File: config.mk
export PLATFORM = sky130hd
export DESIGN_NAME = ansi_text_console_parser_unit_flat
export DESIGN_NICKNAME = d
export VERILOG_FILES = /design/src/rtl/atcp_pkg.sv /design/src/rtl/atcp_if.sv /design/src/rtl/atcp_core.sv /design/src/rtl/atcp_outq.sv /design/src/rtl/ansi_text_console_parser_unit.sv /design/src/flat_wrapper.sv
export SDC_FILE = /design/constraint.sdc
export NUM_CORES = 1
export LEC_CHECK = 0
export ABC_AREA = 1
export BUFFER_PORTS_ARGS = -buffer_cell sky130_fd_sc_hd__buf_2
export CORE_MARGIN = 2
export CORE_UTILIZATION = 55
export DETAILED_ROUTE_END_ITERATION = 6
export MAX_ROUTING_LAYER = met4
export PLACE_DENSITY = 0.73
export SLEW_MARGIN = 10
export SYNTH_ARGS = -nofsm -noshare
export SYNTH_HDL_FRONTEND = slang
export SYNTH_HIERARCHICAL = 1
export SYNTH_SLANG_ARGS = --single-unit
File: constraint.sdc
create_clock -name clk -period 8.43 [get_ports clk]
set_input_delay 0.843 -clock clk [delete_from_list [all_inputs] [get_ports clk]]
set_output_delay 0.843 -clock clk [all_outputs]
set_load 0.02 [all_outputs]
File: src/rtl/atcp_pkg.sv
// Shared types and constants for the ANSI text console parser.
`timescale 1ns / 1ps

package atcp_pkg;

  // Parser mode
  typedef enum logic [1:0] {
    MODE_IDLE = 2'd0,
    MODE_ESC  = 2'd1,
    MODE_CSI  = 2'd2
  } atcp_mode_t;

  // Command kinds
  localparam logic CMD_GLYPH  = 1'b0;
  localparam logic CMD_SCROLL = 1'b1;

  // Register indexes (paddr[3:2])
  localparam logic [1:0] REG_TEXT_COLUMNS  = 2'd0;
  localparam logic [1:0] REG_TEXT_ROWS     = 2'd1;
  localparam logic [1:0] REG_HIGHEST_GLYPH = 2'd2;
  localparam logic [1:0] REG_SCROLL_LINES  = 2'd3;

  localparam int ADDR_W = 4;

  // Register reset values
  localparam logic [8:0] RST_TEXT_COLUMNS  = 9'd80;
  localparam logic [7:0] RST_TEXT_ROWS     = 8'd25;
  localparam logic [7:0] RST_HIGHEST_GLYPH = 8'd127;
  localparam logic [7:0] RST_SCROLL_LINES  = 8'd1;

  // Result queue geometry
  localparam int QDEPTH = 4;
  localparam int QPTR_W = 2;
  localparam int QCNT_W = 3;

  // One command word
  typedef struct packed {
    logic       cmd_kind;
    logic [7:0] glyph_code;
    logic [7:0] cell_col;
    logic [6:0] cell_row;
    logic [3:0] fg_color;
    logic [3:0] bg_color;
    logic       last_cmd;
  } atcp_cmd_t;

  // Register file contents
  typedef struct packed {
    logic [8:0] text_columns;
    logic [7:0] text_rows;
    logic [7:0] highest_glyph;
    logic [7:0] scroll_lines;
  } atcp_cfg_t;

  // Up to two commands produced by one byte
  typedef struct packed {
    logic [1:0] cmd_cnt;
    atcp_cmd_t  cmd0;
    atcp_cmd_t  cmd1;
  } atcp_emit_t;

endpackage

File: src/rtl/atcp_if.sv
// Stream interfaces for text bytes in and cell commands out.
`timescale 1ns / 1ps

interface atcp_byte_if;
  logic       valid;
  logic       ready;
  logic [7:0] in_byte;

  modport source (output valid, output in_byte, input ready);
  modport sink   (input valid, input in_byte, output ready);
endinterface

interface atcp_cmd_if;
  logic       valid;
  logic       ready;
  logic       cmd_kind;
  logic [7:0] glyph_code;
  logic [7:0] cell_col;
  logic [6:0] cell_row;
  logic [3:0] fg_color;
  logic [3:0] bg_color;
  logic       last_cmd;

  modport source (output valid, output cmd_kind, output glyph_code, output cell_col,
                  output cell_row, output fg_color, output bg_color, output last_cmd,
                  input ready);
  modport sink   (input valid, input cmd_kind, input glyph_code, input cell_col,
                  input cell_row, input fg_color, input bg_color, input last_cmd,
                  output ready);
endinterface

File: src/rtl/atcp_core.sv
// Escape parser, SGR/CUP folding, cursor tracking and command generation.
`timescale 1ns / 1ps

module atcp_core import atcp_pkg::*; #(
  parameter int SEQ_BUF_DEPTH = 16
) (
  input  logic       clk,
  input  logic       rst_n,
  input  logic       item_vld,
  input  logic [7:0] item_byte,
  input  atcp_cfg_t  cfg,
  output atcp_emit_t emit
);

  localparam int SEQ_W = $clog2(SEQ_BUF_DEPTH + 1);
  localparam logic [SEQ_W-1:0] SEQ_FULL = SEQ_W'(SEQ_BUF_DEPTH);
  localparam logic [SEQ_W-1:0] SEQ_ONE  = SEQ_W'(1);

  localparam logic [7:0] CH_ESC   = 8'h1B;
  localparam logic [7:0] CH_LF    = 8'h0A;
  localparam logic [7:0] CH_NUL   = 8'h00;
  localparam logic [7:0] CH_LBRK  = 8'h5B;
  localparam logic [7:0] CH_SEMI  = 8'h3B;
  localparam logic [7:0] CH_ZERO  = 8'h30;
  localparam logic [7:0] CH_NINE  = 8'h39;
  localparam logic [7:0] CH_QMARK = 8'h3F;
  localparam logic [7:0] CH_M     = 8'h6D;
  localparam logic [7:0] CH_H     = 8'h48;
  localparam logic [7:0] FINAL_LO = 8'h40;
  localparam logic [7:0] FINAL_HI = 8'h7E;
  localparam logic [9:0] VALUE_MAX = 10'd1023;
  localparam logic [3:0] FG_DEFAULT = 4'hF;
  localparam logic [3:0] BG_DEFAULT = 4'h0;

  // SGR field applied to the pending colors; returns {fg, bg}
  function automatic logic [7:0] sgr_apply(input logic [9:0] v, input logic [1:0] chars,
                                           input logic fz, input logic [3:0] pfg,
                                           input logic [3:0] pbg);
    logic [3:0] fg;
    logic [3:0] bg;
    fg = pfg;
    bg = pbg;
    if (chars == 2'd0 || (chars == 2'd1 && fz)) begin
      fg = FG_DEFAULT;
      bg = BG_DEFAULT;
    end else if (v >= 10'd30 && v <= 10'd37) begin
      fg = 4'(v - 10'd30);
    end else if (v >= 10'd40 && v <= 10'd47) begin
      bg = 4'(v - 10'd40);
    end else if (v >= 10'd90 && v <= 10'd97) begin
      fg = 4'(v - 10'd90);
    end else if (v >= 10'd100 && v <= 10'd107) begin
      bg = 4'(v - 10'd100);
    end
    return {fg, bg};
  endfunction

  // State
  atcp_mode_t       mode_r, mode_nxt;
  logic [SEQ_W-1:0] seq_cnt_r, seq_cnt_nxt;
  logic [9:0]       pval_r, pval_nxt;
  logic [1:0]       pchars_r, pchars_nxt;
  logic             pfz_r, pfz_nxt;
  logic             dend_r, dend_nxt;
  logic             nul_r, nul_nxt;
  logic             cup_row_r, cup_row_nxt;
  logic [3:0]       pfg_r, pfg_nxt;
  logic [3:0]       pbg_r, pbg_nxt;
  logic [6:0]       prow_r, prow_nxt;
  logic [7:0]       pcol_r, pcol_nxt;
  logic [7:0]       ccol_r, ccol_nxt;
  logic [6:0]       crow_r, crow_nxt;
  logic [3:0]       fg_r, fg_nxt;
  logic [3:0]       bg_r, bg_nxt;

  // Effective screen geometry
  logic [8:0] cols_eff;
  logic [7:0] rows_eff;
  logic [7:0] scr_eff;
  logic [7:0] cols_m1;
  logic [6:0] rows_m1;

  always_comb begin
    priority if (cfg.text_columns == 9'd0) cols_eff = 9'd1;
    else if (cfg.text_columns > 9'd256)     cols_eff = 9'd256;
    else                                    cols_eff = cfg.text_columns;
    priority if (cfg.text_rows == 8'd0) rows_eff = 8'd1;
    else if (cfg.text_rows > 8'd128)     rows_eff = 8'd128;
    else                                 rows_eff = cfg.text_rows;
    priority if (cfg.scroll_lines == 8'd0) scr_eff = 8'd1;
    else if (cfg.scroll_lines > rows_eff)   scr_eff = rows_eff;
    else                                    scr_eff = cfg.scroll_lines;
  end

  assign cols_m1 = 8'(cols_eff - 9'd1);
  assign rows_m1 = 7'(rows_eff - 8'd1);

  // Byte classes
  logic [SEQ_W-1:0] seq_inc;
  logic             is_final;
  logic             is_digit;
  logic [13:0]      val_acc;
  logic [9:0]       val_dig;

  assign seq_inc  = seq_cnt_r + SEQ_ONE;
  assign is_final = (item_byte >= FINAL_LO) && (item_byte <= FINAL_HI);
  assign is_digit = (item_byte >= CH_ZERO) && (item_byte <= CH_NINE);
  assign val_acc  = 14'(pval_r) * 14'd10 + 14'(item_byte - CH_ZERO);
  assign val_dig  = (val_acc > 14'(VALUE_MAX)) ? VALUE_MAX : val_acc[9:0];

  // CUP field: 1-based value to 0-based row or column
  logic [9:0] cup_v;
  logic [6:0] cup_prow;
  logic [7:0] cup_pcol;
  logic [7:0] sgr_res;

  assign cup_v    = (pval_r != 10'd0) ? (pval_r - 10'd1) : 10'd0;
  assign cup_prow = !cup_row_r ? prow_r : ((cup_v > 10'd127) ? 7'd127 : cup_v[6:0]);
  assign cup_pcol = cup_row_r ? pcol_r : ((cup_v > 10'd255) ? 8'd255 : cup_v[7:0]);
  assign sgr_res  = sgr_apply(pval_r, pchars_r, pfz_r, pfg_r, pbg_r);

  // Printing: clamped cursor, wrap and scroll decisions
  logic [7:0] cc;
  logic [6:0] cr;
  logic [8:0] col_inc;
  logic       wrap;
  logic       at_bottom;
  logic [6:0] nl_row;
  logic [7:0] glyph;
  atcp_cmd_t  glyph_cmd;
  atcp_cmd_t  scroll_cmd;

  assign cc        = (ccol_r > cols_m1) ? cols_m1 : ccol_r;
  assign cr        = (crow_r > rows_m1) ? rows_m1 : crow_r;
  assign col_inc   = {1'b0, cc} + 9'd1;
  assign wrap      = col_inc >= cols_eff;
  assign at_bottom = ({1'b0, cr} + 8'd1) >= rows_eff;
  assign nl_row    = at_bottom ? 7'(rows_eff - scr_eff) : 7'(cr + 7'd1);
  assign glyph     = (item_byte > cfg.highest_glyph) ? CH_QMARK : item_byte;

  always_comb begin
    glyph_cmd            = '0;
    glyph_cmd.cmd_kind   = CMD_GLYPH;
    glyph_cmd.glyph_code = glyph;
    glyph_cmd.cell_col   = cc;
    glyph_cmd.cell_row   = cr;
    glyph_cmd.fg_color   = fg_r;
    glyph_cmd.bg_color   = bg_r;
    glyph_cmd.last_cmd   = !(wrap && at_bottom);
    scroll_cmd           = '0;
    scroll_cmd.cmd_kind  = CMD_SCROLL;
    scroll_cmd.fg_color  = fg_r;
    scroll_cmd.bg_color  = bg_r;
    scroll_cmd.last_cmd  = 1'b1;
  end

  // Next state and commands for the byte in the input register
  always_comb begin
    mode_nxt    = mode_r;
    seq_cnt_nxt = seq_cnt_r;
    pval_nxt    = pval_r;
    pchars_nxt  = pchars_r;
    pfz_nxt     = pfz_r;
    dend_nxt    = dend_r;
    nul_nxt     = nul_r;
    cup_row_nxt = cup_row_r;
    pfg_nxt     = pfg_r;
    pbg_nxt     = pbg_r;
    prow_nxt    = prow_r;
    pcol_nxt    = pcol_r;
    ccol_nxt    = ccol_r;
    crow_nxt    = crow_r;
    fg_nxt      = fg_r;
    bg_nxt      = bg_r;
    emit        = '0;

    if (item_vld) begin
      unique case (mode_r)
        MODE_ESC: begin
          if (item_byte == CH_LBRK) begin
            mode_nxt    = MODE_CSI;
            seq_cnt_nxt = '0;
            pval_nxt    = '0;
            pchars_nxt  = '0;
            pfz_nxt     = 1'b0;
            dend_nxt    = 1'b0;
            nul_nxt     = 1'b0;
            cup_row_nxt = 1'b1;
            pfg_nxt     = fg_r;
            pbg_nxt     = bg_r;
            prow_nxt    = crow_r;
            pcol_nxt    = ccol_r;
          end else begin
            mode_nxt = MODE_IDLE;
          end
        end

        MODE_CSI: begin
          seq_cnt_nxt = seq_inc;
          if (is_final) begin
            mode_nxt = MODE_IDLE;
            if (item_byte == CH_M) begin
              if (seq_inc == SEQ_ONE) begin
                fg_nxt = FG_DEFAULT;
                bg_nxt = BG_DEFAULT;
              end else if (pchars_r != 2'd0) begin
                {pfg_nxt, pbg_nxt} = sgr_res;
                {fg_nxt, bg_nxt}   = sgr_res;
              end else begin
                fg_nxt = pfg_r;
                bg_nxt = pbg_r;
              end
            end else if (item_byte == CH_H) begin
              prow_nxt    = cup_prow;
              pcol_nxt    = cup_pcol;
              cup_row_nxt = !cup_row_r;
              crow_nxt    = (cup_prow > rows_m1) ? rows_m1 : cup_prow;
              ccol_nxt    = (cup_pcol > cols_m1) ? cols_m1 : cup_pcol;
            end
          end else if (seq_inc >= SEQ_FULL) begin
            // sequence buffer full: drop it
            mode_nxt = MODE_IDLE;
          end else if (!nul_r) begin
            if (item_byte == CH_NUL) begin
              nul_nxt = 1'b1;
            end else if (item_byte == CH_SEMI) begin
              {pfg_nxt, pbg_nxt} = sgr_res;
              prow_nxt    = cup_prow;
              pcol_nxt    = cup_pcol;
              cup_row_nxt = !cup_row_r;
              pval_nxt    = '0;
              pchars_nxt  = '0;
              pfz_nxt     = 1'b0;
              dend_nxt    = 1'b0;
            end else begin
              if (pchars_r == 2'd0) pfz_nxt = (item_byte == CH_ZERO);
              if (pchars_r != 2'd2) pchars_nxt = pchars_r + 2'd1;
              if (!dend_r && is_digit) pval_nxt = val_dig;
              else                     dend_nxt = 1'b1;
            end
          end
        end

        default: begin
          if (item_byte == CH_ESC) begin
            mode_nxt = MODE_ESC;
          end else if (item_byte == CH_LF) begin
            ccol_nxt = 8'd0;
            crow_nxt = nl_row;
            if (at_bottom) begin
              emit.cmd_cnt = 2'd1;
              emit.cmd0    = scroll_cmd;
            end
          end else begin
            emit.cmd_cnt = 2'd1;
            emit.cmd0    = glyph_cmd;
            if (wrap) begin
              ccol_nxt = 8'd0;
              crow_nxt = nl_row;
              if (at_bottom) begin
                emit.cmd_cnt = 2'd2;
                emit.cmd1    = scroll_cmd;
              end
            end else begin
              ccol_nxt = col_inc[7:0];
              crow_nxt = cr;
            end
          end
        end
      endcase
    end
  end

  // State registers
  always_ff @(posedge clk) begin
    if (!rst_n) begin
      mode_r    <= MODE_IDLE;
      seq_cnt_r <= '0;
      pval_r    <= '0;
      pchars_r  <= '0;
      pfz_r     <= 1'b0;
      dend_r    <= 1'b0;
      nul_r     <= 1'b0;
      cup_row_r <= 1'b1;
      pfg_r     <= FG_DEFAULT;
      pbg_r     <= BG_DEFAULT;
      prow_r    <= '0;
      pcol_r    <= '0;
      ccol_r    <= '0;
      crow_r    <= '0;
      fg_r      <= FG_DEFAULT;
      bg_r      <= BG_DEFAULT;
    end else begin
      mode_r    <= mode_nxt;
      seq_cnt_r <= seq_cnt_nxt;
      pval_r    <= pval_nxt;
      pchars_r  <= pchars_nxt;
      pfz_r     <= pfz_nxt;
      dend_r    <= dend_nxt;
      nul_r     <= nul_nxt;
      cup_row_r <= cup_row_nxt;
      pfg_r     <= pfg_nxt;
      pbg_r     <= pbg_nxt;
      prow_r    <= prow_nxt;
      pcol_r    <= pcol_nxt;
      ccol_r    <= ccol_nxt;
      crow_r    <= crow_nxt;
      fg_r      <= fg_nxt;
      bg_r      <= bg_nxt;
    end
  end

  // Escape and sequence bytes never draw
  a_no_cmd_in_seq: assert property (@(posedge clk) disable iff (!rst_n)
    item_vld && (mode_r == MODE_ESC || mode_r == MODE_CSI) |-> emit.cmd_cnt == 2'd0)
    else $error("command emitted inside an escape sequence");

  // A second command is only ever the scroll after a wrapping glyph
  a_pair_order: assert property (@(posedge clk) disable iff (!rst_n)
    emit.cmd_cnt == 2'd2 |-> emit.cmd0.cmd_kind == CMD_GLYPH &&
                             emit.cmd1.cmd_kind == CMD_SCROLL && !emit.cmd0.last_cmd)
    else $error("bad command pair");

  // Cursor position committed by CUP lies on screen
  a_cup_clamped: assert property (@(posedge clk) disable iff (!rst_n)
    item_vld && mode_r == MODE_CSI && item_byte == CH_H |=>
      crow_r <= $past(rows_m1) && ccol_r <= $past(cols_m1))
    else $error("CUP left cursor off screen");

endmodule

File: src/rtl/atcp_outq.sv
// Four-word command queue taking up to two words per cycle.
`timescale 1ns / 1ps

module atcp_outq import atcp_pkg::*; (
  input  logic       clk,
  input  logic       rst_n,
  input  atcp_emit_t emit,
  input  logic       pop,
  output logic       space,
  output logic       head_vld,
  output atcp_cmd_t  head
);

  atcp_cmd_t          q_r [QDEPTH];
  logic [QPTR_W-1:0]  wr_ptr_r, wr_ptr_nxt;
  logic [QPTR_W-1:0]  rd_ptr_r, rd_ptr_nxt;
  logic [QCNT_W-1:0]  cnt_r, cnt_nxt;
  logic [QPTR_W-1:0]  wr_ptr_p1;
  logic               do_pop;

  // Room for the two words a byte can produce
  assign space     = cnt_r <= QCNT_W'(QDEPTH - 2);
  assign head_vld  = cnt_r != '0;
  assign head      = q_r[rd_ptr_r];
  assign do_pop    = pop && head_vld;
  assign wr_ptr_p1 = wr_ptr_r + QPTR_W'(1);

  always_comb begin
    wr_ptr_nxt = wr_ptr_r + QPTR_W'(emit.cmd_cnt);
    rd_ptr_nxt = rd_ptr_r + QPTR_W'(do_pop);
    cnt_nxt    = cnt_r + QCNT_W'(emit.cmd_cnt) - QCNT_W'(do_pop);
  end

  // Payload storage
  always_ff @(posedge clk) begin
    if (emit.cmd_cnt != 2'd0) q_r[wr_ptr_r] <= emit.cmd0;
    if (emit.cmd_cnt == 2'd2) q_r[wr_ptr_p1] <= emit.cmd1;
  end

  // Pointers and fill count
  always_ff @(posedge clk) begin
    if (!rst_n) begin
      wr_ptr_r <= '0;
      rd_ptr_r <= '0;
      cnt_r    <= '0;
    end else begin
      wr_ptr_r <= wr_ptr_nxt;
      rd_ptr_r <= rd_ptr_nxt;
      cnt_r    <= cnt_nxt;
    end
  end

  a_no_overflow: assert property (@(posedge clk) disable iff (!rst_n)
    emit.cmd_cnt != 2'd0 |-> space)
    else $error("command queue written without room");

  a_fill_tracks_ptrs: assert property (@(posedge clk) disable iff (!rst_n)
    cnt_r <= QCNT_W'(QDEPTH) &&
    (wr_ptr_r - rd_ptr_r) == cnt_r[QPTR_W-1:0])
    else $error("queue fill count out of step with pointers");

endmodule

File: src/rtl/ansi_text_console_parser_unit.sv
// Top level: byte input register, register file, parser core and command queue.
`timescale 1ns / 1ps
//
//  Channel   Dir  Handshake            Word
//  in_ch     in   valid/ready          in_byte: one text byte
//  out_ch    out  valid/ready          glyph or scroll command
//  APB       in   psel/penable/pready  4 config registers at 0x0, 0x4, 0x8, 0xC
//
//  One byte accepted per cycle while the queue has room. A byte waits in the
//  input register, and its commands are then written to the command queue. A byte
//  that wraps at the bottom row yields two words; out_ch drains one per cycle
//  while ready is high. A held byte waits while the queue has fewer than two
//  free words, and the input stalls behind it. Synchronous reset restores the
//  control state and config registers; byte and queue payloads are not reset.

module ansi_text_console_parser_unit import atcp_pkg::*; #(
  parameter int SEQ_BUF_DEPTH = 16
) (
  input  logic              clk,
  input  logic              rst_n,
  atcp_byte_if.sink         in_ch,
  atcp_cmd_if.source        out_ch,
  input  logic              psel,
  input  logic              penable,
  input  logic              pwrite,
  input  logic [ADDR_W-1:0] paddr,
  input  logic [31:0]       pwdata,
  output logic [31:0]       prdata,
  output logic              pready
);

  // Register file
  atcp_cfg_t cfg_r;
  logic      reg_wr;

  assign pready = 1'b1;
  assign reg_wr = psel && penable && pwrite && pready;

  always_ff @(posedge clk) begin
    if (!rst_n) begin
      cfg_r.text_columns  <= RST_TEXT_COLUMNS;
      cfg_r.text_rows     <= RST_TEXT_ROWS;
      cfg_r.highest_glyph <= RST_HIGHEST_GLYPH;
      cfg_r.scroll_lines  <= RST_SCROLL_LINES;
    end else if (reg_wr) begin
      unique case (paddr[3:2])
        REG_TEXT_COLUMNS:  cfg_r.text_columns  <= pwdata[8:0];
        REG_TEXT_ROWS:     cfg_r.text_rows     <= pwdata[7:0];
        REG_HIGHEST_GLYPH: cfg_r.highest_glyph <= pwdata[7:0];
        REG_SCROLL_LINES:  cfg_r.scroll_lines  <= pwdata[7:0];
        default: ;
      endcase
    end
  end

  // Register readback
  always_comb begin
    unique case (paddr[3:2])
      REG_TEXT_COLUMNS:  prdata = {23'd0, cfg_r.text_columns};
      REG_TEXT_ROWS:     prdata = {24'd0, cfg_r.text_rows};
      REG_HIGHEST_GLYPH: prdata = {24'd0, cfg_r.highest_glyph};
      REG_SCROLL_LINES:  prdata = {24'd0, cfg_r.scroll_lines};
      default:           prdata = '0;
    endcase
  end

  // Input register
  logic [7:0] byte_r;
  logic       byte_vld_r, byte_vld_nxt;
  logic       in_acc;
  logic       fire;
  logic       q_space;

  assign fire         = byte_vld_r && q_space;
  assign in_ch.ready  = !byte_vld_r || fire;
  assign in_acc       = in_ch.valid && in_ch.ready;
  assign byte_vld_nxt = in_acc || (byte_vld_r && !fire);

  always_ff @(posedge clk) begin
    if (in_acc) byte_r <= in_ch.in_byte;
  end

  always_ff @(posedge clk) begin
    if (!rst_n) byte_vld_r <= 1'b0;
    else        byte_vld_r <= byte_vld_nxt;
  end

  // Parser core
  atcp_emit_t emit;

  atcp_core #(
    .SEQ_BUF_DEPTH(SEQ_BUF_DEPTH)
  ) u_core (
    .clk      (clk),
    .rst_n    (rst_n),
    .item_vld (fire),
    .item_byte(byte_r),
    .cfg      (cfg_r),
    .emit     (emit)
  );

  // Command queue
  atcp_cmd_t head;
  logic      head_vld;

  atcp_outq u_outq (
    .clk     (clk),
    .rst_n   (rst_n),
    .emit    (emit),
    .pop     (out_ch.ready),
    .space   (q_space),
    .head_vld(head_vld),
    .head    (head)
  );

  assign out_ch.valid      = head_vld;
  assign out_ch.cmd_kind   = head.cmd_kind;
  assign out_ch.glyph_code = head.glyph_code;
  assign out_ch.cell_col   = head.cell_col;
  assign out_ch.cell_row   = head.cell_row;
  assign out_ch.fg_color   = head.fg_color;
  assign out_ch.bg_color   = head.bg_color;
  assign out_ch.last_cmd   = head.last_cmd;

  // A held byte is never dropped or overwritten
  a_hold_byte: assert property (@(posedge clk) disable iff (!rst_n)
    byte_vld_r && !fire |=> byte_vld_r && $stable(byte_r))
    else $error("stalled input byte lost");

endmodule

File: src/flat_wrapper.sv
// flat-port wrapper written by rule: the top's interface ports become plain ports
module ansi_text_console_parser_unit_flat import atcp_pkg::*;
#(
  parameter int SEQ_BUF_DEPTH = 16
)
  (clk, rst_n, psel, penable, pwrite, paddr, pwdata, prdata, pready, in_ch_valid, in_ch_in_byte, in_ch_ready, out_ch_valid, out_ch_cmd_kind, out_ch_glyph_code, out_ch_cell_col, out_ch_cell_row, out_ch_fg_color, out_ch_bg_color, out_ch_last_cmd, out_ch_ready);
  atcp_byte_if in_ch_i ();
  atcp_cmd_if out_ch_i ();
  input  logic clk;
  input  logic rst_n;
  input  logic psel;
  input  logic penable;
  input  logic pwrite;
  input  logic [ADDR_W-1:0] paddr;
  input  logic [31:0] pwdata;
  output logic [31:0] prdata;
  output logic pready;
  input wire logic [$bits(in_ch_i.valid)-1:0] in_ch_valid;
  input wire logic [$bits(in_ch_i.in_byte)-1:0] in_ch_in_byte;
  output wire logic [$bits(in_ch_i.ready)-1:0] in_ch_ready;
  output wire logic [$bits(out_ch_i.valid)-1:0] out_ch_valid;
  output wire logic [$bits(out_ch_i.cmd_kind)-1:0] out_ch_cmd_kind;
  output wire logic [$bits(out_ch_i.glyph_code)-1:0] out_ch_glyph_code;
  output wire logic [$bits(out_ch_i.cell_col)-1:0] out_ch_cell_col;
  output wire logic [$bits(out_ch_i.cell_row)-1:0] out_ch_cell_row;
  output wire logic [$bits(out_ch_i.fg_color)-1:0] out_ch_fg_color;
  output wire logic [$bits(out_ch_i.bg_color)-1:0] out_ch_bg_color;
  output wire logic [$bits(out_ch_i.last_cmd)-1:0] out_ch_last_cmd;
  input wire logic [$bits(out_ch_i.ready)-1:0] out_ch_ready;
  assign in_ch_i.valid = in_ch_valid;
  assign in_ch_i.in_byte = in_ch_in_byte;
  assign in_ch_ready = in_ch_i.ready;
  assign out_ch_valid = out_ch_i.valid;
  assign out_ch_cmd_kind = out_ch_i.cmd_kind;
  assign out_ch_glyph_code = out_ch_i.glyph_code;
  assign out_ch_cell_col = out_ch_i.cell_col;
  assign out_ch_cell_row = out_ch_i.cell_row;
  assign out_ch_fg_color = out_ch_i.fg_color;
  assign out_ch_bg_color = out_ch_i.bg_color;
  assign out_ch_last_cmd = out_ch_i.last_cmd;
  assign out_ch_i.ready = out_ch_ready;
  ansi_text_console_parser_unit #(.SEQ_BUF_DEPTH(SEQ_BUF_DEPTH)) u_core (.clk(clk), .rst_n(rst_n), .in_ch(in_ch_i), .out_ch(out_ch_i), .psel(psel), .penable(penable), .pwrite(pwrite), .paddr(paddr), .pwdata(pwdata), .prdata(prdata), .pready(pready));
endmodule
==> results.yml <==
run_status:
  status: "finished, final reports clean"
cells_and_area:
  mostFrequentLayoutCells: "nand2_1 (504), inv_1 (257), nor2_1 (229)"
  utilization_pct: 59.5
  seqCellArea_um2: 6410
  antenna_cells: 0
  area_growth_pct: 7.16
  fin_nets: 2610
  drive_gt1_share_pct: 10.9
  multi_input_area_um2: 9780
  fillers: 2970
  final_common_cell: "nand2_1"
floorplan:
  core_area_um2: 32300
  rows: 66
  die_h_um: 185
  ios: 119
  die_x_um: 185
  initial_core_util_pct: 55.5
  die_area_um2: 34100
routing:
  routed_via_density: 5.60
  antenna_left: 0
  vias: 16200
  wl_um: 46700
  drt_iter0_markers: 1406
  first_pass_iters: 5
  drc_errors: 0
  wl_per_cell_um: 16.1
worst_setup_path:
  crit_required_ns: 8.69
  critPathKind: "reg -> reg"
  critPathMaxFanout: 25
  path_delay_family: "simple AND/OR/NAND/NOR gates"
  critPathLaunch: "u_core/cfg_r[20]"
  cp_slowest_stage_delay_ns: 0.45
  cp-end-kind: "flop"
  worst_setup_path_start_kind: "flop"
  critPathSlowestCell: "nand3_2"
  cp_num_buf_inv: 4
  worstPathArrival_ns: 7.86
  timing.rr.start: "u_core/cfg_r[20]"
sta:
  relSlewSlack_pct: 22.7
  skew_ns: 0.00688
  hold_viol: 0
  slew_violations: 0
  finalSetupViolations: 0
  min_period_ns: 7.60
  worst_slew_pin_slew_ns: 1.16
  fmax_ghz: 0.132
  finalCritPeriodShare_pct: 90.2
  setup_ws_ns: 0.826
  rsz0062_at_grt: "false"
  setup_tns_ns: 0
  fin_hold_ws_ns: 0.456
cts:
  holdBufCountCts: 0
  cts_tree: "built"
  post_cts_buffers: 0
  insertion_delay_ns: 0.56
  cts_max_path_buffers: 3
  cts-root-buf: "clkbuf_16"
  cts_buffers: 29
  cts.sinks: 250
  htree_levels: 1
  cts_resized: 0
  cts.clk_slew.worst_paths_ns: 0.06
grt:
  grt_use_total_pct: 28.4
  grt_pass1_vias: 15200
  grt-busiest-layer: "met2"
  use_met2_pct: 47.1
  grt_overflow_total: 0
  grt_use_met1_pct: 36.7
  grt_start_max_net_pins: 83
  antenna_found_initial: 0
  met3_usage_pct: 3.18
  grt_first_pass_wirelength_um: 76500
synthesis:
  yosysWarnings: 6
  synthCells: 2416
  synth-edff-count: 140
  synth_area_um2: 17900
  ys_ff_latch: 250
  synth_ff_type: "edfxtp_1"
  ys_async_sr_fraction_pct: 0
  synth-seq-area-share_pct: 35.7
  postSynthAreaPerCell_um2: 7.42
  ys_types: 59
pwr:
  power.leakage_nw: 8.40
  peakVddDrop_uv: 158
  powerDensity_nw_per_um2: 211
flow_run:
  max_cap_viol_count: 0
place:
  port_buffers: 69
  hpwl_um: 32900
  gp_congestion: 0.968
  post-place-ws_ns: 0.898
hold_path:
  worst_hold_startpoint: "in_ch_in_byte[6]"
  min-delay-path-class: "in -> reg"
-- cell usage after synthesis, drive strengths merged, types with 33 or more instances --
cell	n	area, um2
a21oi	152	780
buf	99	738
clkbuf	41	159
dfxtp	110	2200
edfxtp	140	4200
ha	118	1480
inv	283	1060
nand2	533	2120
nand3	141	756
nand4	33	228
nor2	256	1080
o21ai	322	1690
o22ai	39	244
-- layout make-up --
type	count	area share, %
timing repair buffer	86	2.53
multi-input combinational	1784	50.9
inverter	286	5.61
clock inverter	16	0.658
clock buffer	36	4.07
tap	442	2.88
sequential	250	33.3
-- stage by stage --
stage / total power, mW / cell area, um2 / std cells
2_1_floorplan: 2.48 / 18100 / 2460
3_3_place_gp: 2.84 / 18300 / 2848
3_5_place_dp: 2.87 / 18300 / 2848
4_1_cts: 4.07 / 19200 / 2900
5_1_grt: 4.30 / 19200 / 2900
6_report: 4.06 / 19200 / 2900
-- metal layers --
metal / vias up / share of wire, %
li1: 8091 / -
met1: 7411 / 43
met2: 625 / 47
met3: 107 / 7.6
met4: 0 / 2.7
met5: - / 0
-- where the power goes --
part | switching, mW | internal [mW] | total, mW
clock network | 0.510 | 0.689 | 1.20
registers | 0.0658 | 1.45 | 1.51
logic | 0.947 | 0.405 | 1.35
total | 1.52 | 2.54 | 4.06
-- flip-flops by register name, summed over array words and instances (netlist names) --
| register | flops |
|---|---|
| u_core/u_core/pfz_r | 1 |
| u_core/byte_r | 8 |
| u_core/u_core/prow_r | 7 |
| u_core/u_core/fg_r | 4 |
| u_core/u_core/cup_row_r | 1 |
| u_core/u_core/dend_r | 1 |
| u_core/u_core/bg_r | 4 |
| u_core/u_outq/cnt_r | 3 |
| u_core/u_core/seq_cnt_r | 5 |
| u_core/u_core/ccol_r | 8 |
| u_core/byte_vld_r | 1 |
| u_core/u_outq/rd_ptr_r | 2 |
| u_core/u_core/pchars_r | 2 |
| u_core/u_core/pbg_r | 4 |
| u_core/cfg_r | 33 |
| u_core/u_core/nul_r | 1 |
| u_core/u_outq/wr_ptr_r | 2 |
| u_core/u_core/crow_r | 7 |
| u_core/u_core/pfg_r | 4 |
| u_core/u_core/pcol_r | 8 |
| u_core/u_core/pval_r | 10 |
| u_core/u_outq/q_r | 132 |
| u_core/u_core/mode_r | 2 |
-- cells by family after synthesis --
| kind of cell | share of synthesized area (%) |
|---|---|
| AND/OR/NAND/NOR | 24.6 |
| buffers and inverters | 11.0 |
| flip-flops | 35.7 |
| other | 0.0628 |
| XOR/XNOR | 1.66 |
| AO/OA/AOI/OAI | 18.2 |
| adder cells (fa/ha/maj) | 8.68 |
-- final timing paths --
kind                                    to  slack, ns  cells after the start
hold reg to reg        u_core/u_core/pfz_r       0.48                      2
setup reg to reg  u_core/u_outq/q_r[0][16]       0.83                     33
hold / removal            u_core/byte_r[6]       0.46                      1
setup / recovery  u_core/u_outq/q_r[0][16]       0.83                     33
Note: power is estimated with default switching activity, not from simulation.
